[src/jog_pkg.sv]
`timescale 1ns / 1ps

package jog_pkg;

    // Default number of fraction bits of the fixed-point positions.
    localparam int FRAC_BITS_DEF = 16;

    localparam int RES_W      = 17;
    localparam int SKEW_W     = 24;
    localparam int INV_W      = 3;
    localparam int POS_W      = 32;
    localparam int LIM_W      = 6;
    localparam int CFG_IDX_W  = 3;
    localparam int CFG_DATA_W = 24;

    localparam logic [RES_W-1:0] RES_RESET = 17'd655;
    localparam int SKEW_SCALE = 100;

    // Shared multiplier and iterative divide / square-root unit.
    localparam int MUL_W      = 34;
    localparam int PROD_W     = 2 * MUL_W;
    localparam int IT_NW      = 66;
    localparam int DEN_W      = 36;
    localparam int REM_W      = 38;
    localparam int STEP_CNT_W = 7;
    localparam logic [STEP_CNT_W-1:0] DIV_STEPS  = STEP_CNT_W'(IT_NW);
    localparam logic [STEP_CNT_W-1:0] SQRT_STEPS = STEP_CNT_W'(IT_NW / 2);

    // Internal datapath widths.
    localparam int NORM_W = 34;
    localparam int NXT_W  = 34;
    localparam int AX_W   = 48;

    typedef enum logic [1:0] {
        ST_FINISHED = 2'd0,
        ST_MOVING   = 2'd1,
        ST_ERROR    = 2'd2
    } status_t;

    typedef enum logic {
        OP_START = 1'b0,
        OP_TICK  = 1'b1
    } op_t;

    typedef enum logic [CFG_IDX_W-1:0] {
        CFG_RES_X   = 3'd0,
        CFG_RES_Y   = 3'd1,
        CFG_RES_Z   = 3'd2,
        CFG_SKEW    = 3'd3,
        CFG_DIR_INV = 3'd4
    } cfg_idx_t;

    typedef enum logic {
        IT_DIV  = 1'b0,
        IT_SQRT = 1'b1
    } it_mode_t;

    typedef enum logic [3:0] {
        S_IDLE,
        S_SQ_MUL,
        S_SQ_ACC,
        S_RT_GO,
        S_RT_WAIT,
        S_NX_MUL,
        S_NX_GO,
        S_NX_WAIT,
        S_SK_MUL,
        S_SK_GO,
        S_SK_WAIT,
        S_ST_GO,
        S_ST_WAIT,
        S_APPLY,
        S_ARRIVE,
        S_OUT
    } jog_state_t;

    typedef struct packed {
        logic                    operation;
        logic signed [POS_W-1:0] target_x;
        logic signed [POS_W-1:0] target_y;
        logic signed [POS_W-1:0] target_z;
        logic [LIM_W-1:0]        limit_switches;
        logic                    emergency_stop;
    } jog_in_t;

    typedef struct packed {
        logic                    step_x;
        logic                    dir_x;
        logic                    step_y;
        logic                    dir_y;
        logic                    step_z;
        logic                    dir_z;
        logic [1:0]              move_status;
        logic                    motors_on;
        logic signed [POS_W-1:0] cur_x;
        logic signed [POS_W-1:0] cur_y;
        logic signed [POS_W-1:0] cur_z;
    } jog_out_t;

endpackage

[src/jog_mul.sv]
`timescale 1ns / 1ps

module jog_mul (
    input  logic                       aclk,
    input  logic [jog_pkg::MUL_W-1:0]  a,
    input  logic [jog_pkg::MUL_W-1:0]  b,
    output logic [jog_pkg::PROD_W-1:0] prod
);
    import jog_pkg::*;

    logic [PROD_W-1:0] prod_reg;

    // Unsigned product, registered before anything else uses it.
    always_ff @(posedge aclk) begin
        prod_reg <= PROD_W'(a) * PROD_W'(b);
    end

    assign prod = prod_reg;

endmodule

[config.mk]
export PLATFORM = sky130hd
export DESIGN_NAME = jog_mul
export DESIGN_NICKNAME = d
export VERILOG_FILES = /design/src/jog_pkg.sv /design/src/jog_mul.sv
export SDC_FILE = /design/constraint.sdc
export NUM_CORES = 2
export LEC_CHECK = 0
export BUFFER_PORTS_ARGS = -buffer_cell sky130_fd_sc_hd__buf_4
export CORE_MARGIN = 5
export CORE_UTILIZATION = 47
export CTS_BUF_LIST = sky130_fd_sc_hd__clkbuf_4 sky130_fd_sc_hd__clkbuf_8 sky130_fd_sc_hd__clkbuf_16
export DETAILED_ROUTE_END_ITERATION = 7
export GPL_TIMING_DRIVEN = 0
export HOLD_SLACK_MARGIN = 0.06
export PLACE_DENSITY = 0.65
export SLEW_MARGIN = 20
export SYNTH_ARGS = -nofsm -noshare
export SYNTH_HDL_FRONTEND = slang
export SYNTH_SLANG_ARGS = --single-unit
[constraint.sdc]
create_clock -name aclk -period 9.4 [get_ports aclk]
set_input_delay 0.47 -clock aclk [delete_from_list [all_inputs] [get_ports aclk]]
set_output_delay 0.47 -clock aclk [all_outputs]
set_load 0.005 [all_outputs]
==> summary.md <==
| Metric | Value |
|---|---|
| Top FF cell, synth | `dfxtp_1` |
| Post-route design area | `41400 um^2` |
| Post-synth ARST share | `0%` |
| Critical path type | `primary input to flip-flop` |
| DRT antenna net count | `0` |
| CP delay by family, top | `adder cells` |
| HP Class | `primary input to flip-flop` |
| Largest register FFs | `~70` |
| Endpoint class of the critical path | `flip-flop` |
| FP Rows | `105` |
| Placer Congestion | `1.04` |
| Cell area after synthesis | `38800 um^2` |
| Worst Min Path Start | `b[0]` |
| DP Area | `41100 um^2` |
| I/O pins | `137` |
| First-pass GRT wire length | `214 mm` |
| Worst-case clock buffer depth | `2` |
| Data required, critical path | `9.62 ns` |
| Worst Hold End | `prod[0]` |
| Post_cts resized | `0` |
| Worst slack, placed | `0.334 ns` |
| Grt ovf | `0` |
| Final wirelength | `145 mm` |
| Post-Synth Adder-Cell Area | `61.9%` |
| Slew Limit Headroom | `12.7%` |
| Number of max-cap violations | `0` |
| Final setup margin | `0.524 ns` |
| Pin count of the biggest net entering global routing | `15` |
| Mux cell area share after synthesis | `0.0258%` |
| Post-route DRC | `0` |
| Fill cell count | `7965` |
| Clk slew on worst S/H paths | `0.07 ns` |
| Post-synth top area cell | `fa_1` |
| Setup_tns | `0 ns` |
| Startpoint types | `primary input` |
| Synth warn | `0` |
| Nets | `5802` |
| Post-Syn Nets | `5660` |
| Final period util | `between 90% and 100%` |
| Compound-Gate Fraction of Synth Area | `under 10%` |
| Crit-path max cell delay | `0.72 ns` |
| Max H-tree Level | `3` |
| Register area share after synthesis | `3.51%` |
| I/O Buffers | `130` |
| Core Area | `around 80000 um^2` |
| Number of global-route vias before repair | `32000` |
| Starting DRT DRC Count | `2968` |
| Synthesized flop and latch total | `68` |
| Die width | `297 um` |
| Root buffer cell | `clkbuf_16` |
| Hold path depth | `2` |
| Layout area overhead | `6.86%` |
| Avg Cell Area, Syn | `~9.0 um^2` |
| First-pass DRT Iterations | `7` |
| Commonest cells post-synth | `inv_1 (1029), fa_1 (1020), nand2_1 (729)` |
| Post-synth EDFFs | `0` |
| Synth Area in XOR/XNOR | `1.49%` |
| Hold_buf cts | `0` |
| Setup bufs post-CTS | `0` |
| Worst Path Buf+Inv | `8` |
| Tmin final | `8.88 ns` |
| CTS tree | `built` |
| Largest family of logic cells by synthesized area | `adder cells` |
| Initial antenna violation count | `17` |
| Top cells by area, synth | `fa_1 (53%), inv_1 (10%), ha_1 (9.2%), and2_1 (8.1%), nand2_1 (7.1%)` |
| Final hold violation count | `0` |
| Layout cells sized above 1 | `4.22%` |
| Synth Area in Simple Gates | `16.9%` |
| Die height | `297 um` |
| Initial Utilization | `47.3%` |
| DR vias | `30800` |
| Share of the synthesized area in the top cell type | `52.7%` |
| Avg WL per Cell | `26.3 um` |
| Full die area | `88300 um^2` |
| Num CTS Buffers | `9` |
| Status | `finished, final reports clean` |
| Gr usage total | `~33%` |
| DP Wirelength | `126 mm` |
| Mean number of vias per cell | `around 5.6` |
| Gate Count Post-Synth | `4287` |
| Most frequent CP cell | `fa_1` |
| Setup violators final | `0` |
| Worst-margin pin slew | `1.31 ns` |
| Count leader, synth | `inv_1` |
| RSZ-0062 raised after global routing | `false` |
| CTS Sinks | `68` |
| Unique masters post-synth | `65` |
| Final Max Tran Viols | `0` |
| Max Clk Rate | `113 MHz` |
| Critical Path Slowest Stage Cell | `clkbuf_1` |
| Critical path peak fanout | `10` |
| Critical Path AT | `9.10 ns` |
-- worst max path at each step --
stage               start  depth (start not counted)  slack, ns  endpoint
floorplan            b[4]                         27       2.27  prod[66]
global placement    a[16]                         27       0.32  prod[62]
detailed placement  a[16]                         27       0.33  prod[66]
CTS                 a[16]                         27       0.67  prod[62]
global route        a[16]                         27       0.34  prod[66]
finish              b[25]                         27       0.52  prod[67]
-- stage by stage --
stage               utilization, %  hold slack, ns  cells
detailed placement            50.1           0.806   5487
finish                        50.5           0.436   5514
CTS                           50.5           0.430   5503
global route                  50.5           0.463   5507
global placement              50.1           0.797   5487
floorplan                        -           0.597   4287
-- cell usage in the layout (no fill, tap or decap), types with 10 or more instances in the layout --
cell / count
nand2_1: 729
nor2_1: 53
inv_1: 1029
buf_4: 132
o21ai_0: 44
dfxtp_1: 68
a21o_1: 21
a21oi_1: 77
fa_1: 1020
o21bai_1: 13
xnor2_1: 43
nor3_1: 12
and2_1: 504
xor2_1: 23
nand4_1: 20
clkbuf_1: 213
diode_2: 10
o21ai_1: 17
ha_1: 284
-- final cells by class --
type                    instances  area (um^2)  share of cell area, %
repair buffers                131          987                   2.38
plain buffers                 234          966                   2.33
diodes                         10         25.0                 0.0604
well taps                    1070         1340                   3.23
multi-input cells            2956        32600                   78.6
clock inverters                 7         82.6                  0.199
flip-flops and latches         68         1360                   3.29
clock buffers                   9          225                  0.544
inverters                    1029         3860                   9.33
-- per-layer routing --
layer  wire, um  vias up  global-route usage, %
met2      66000     1786                   52.0
met1      53400    16000                   42.9
met3      15100      409                   7.04
met5          0        -                      0
met4      10400        0                   17.8
li1           -    12600                      -
-- logic make-up after synthesis --
logic type                 Yosys count
xor gates and xnor gates            66
DFF                                 68
buffers and inverters             1263
adders and majority gates         1304
muxes                                1
and+or+nand+nor                   1359
AOI/OAI and AO/OA                  226
Power is not shown: default switching activity piles up to over one toggle a cycle in this logic, so the estimate is an artifact.
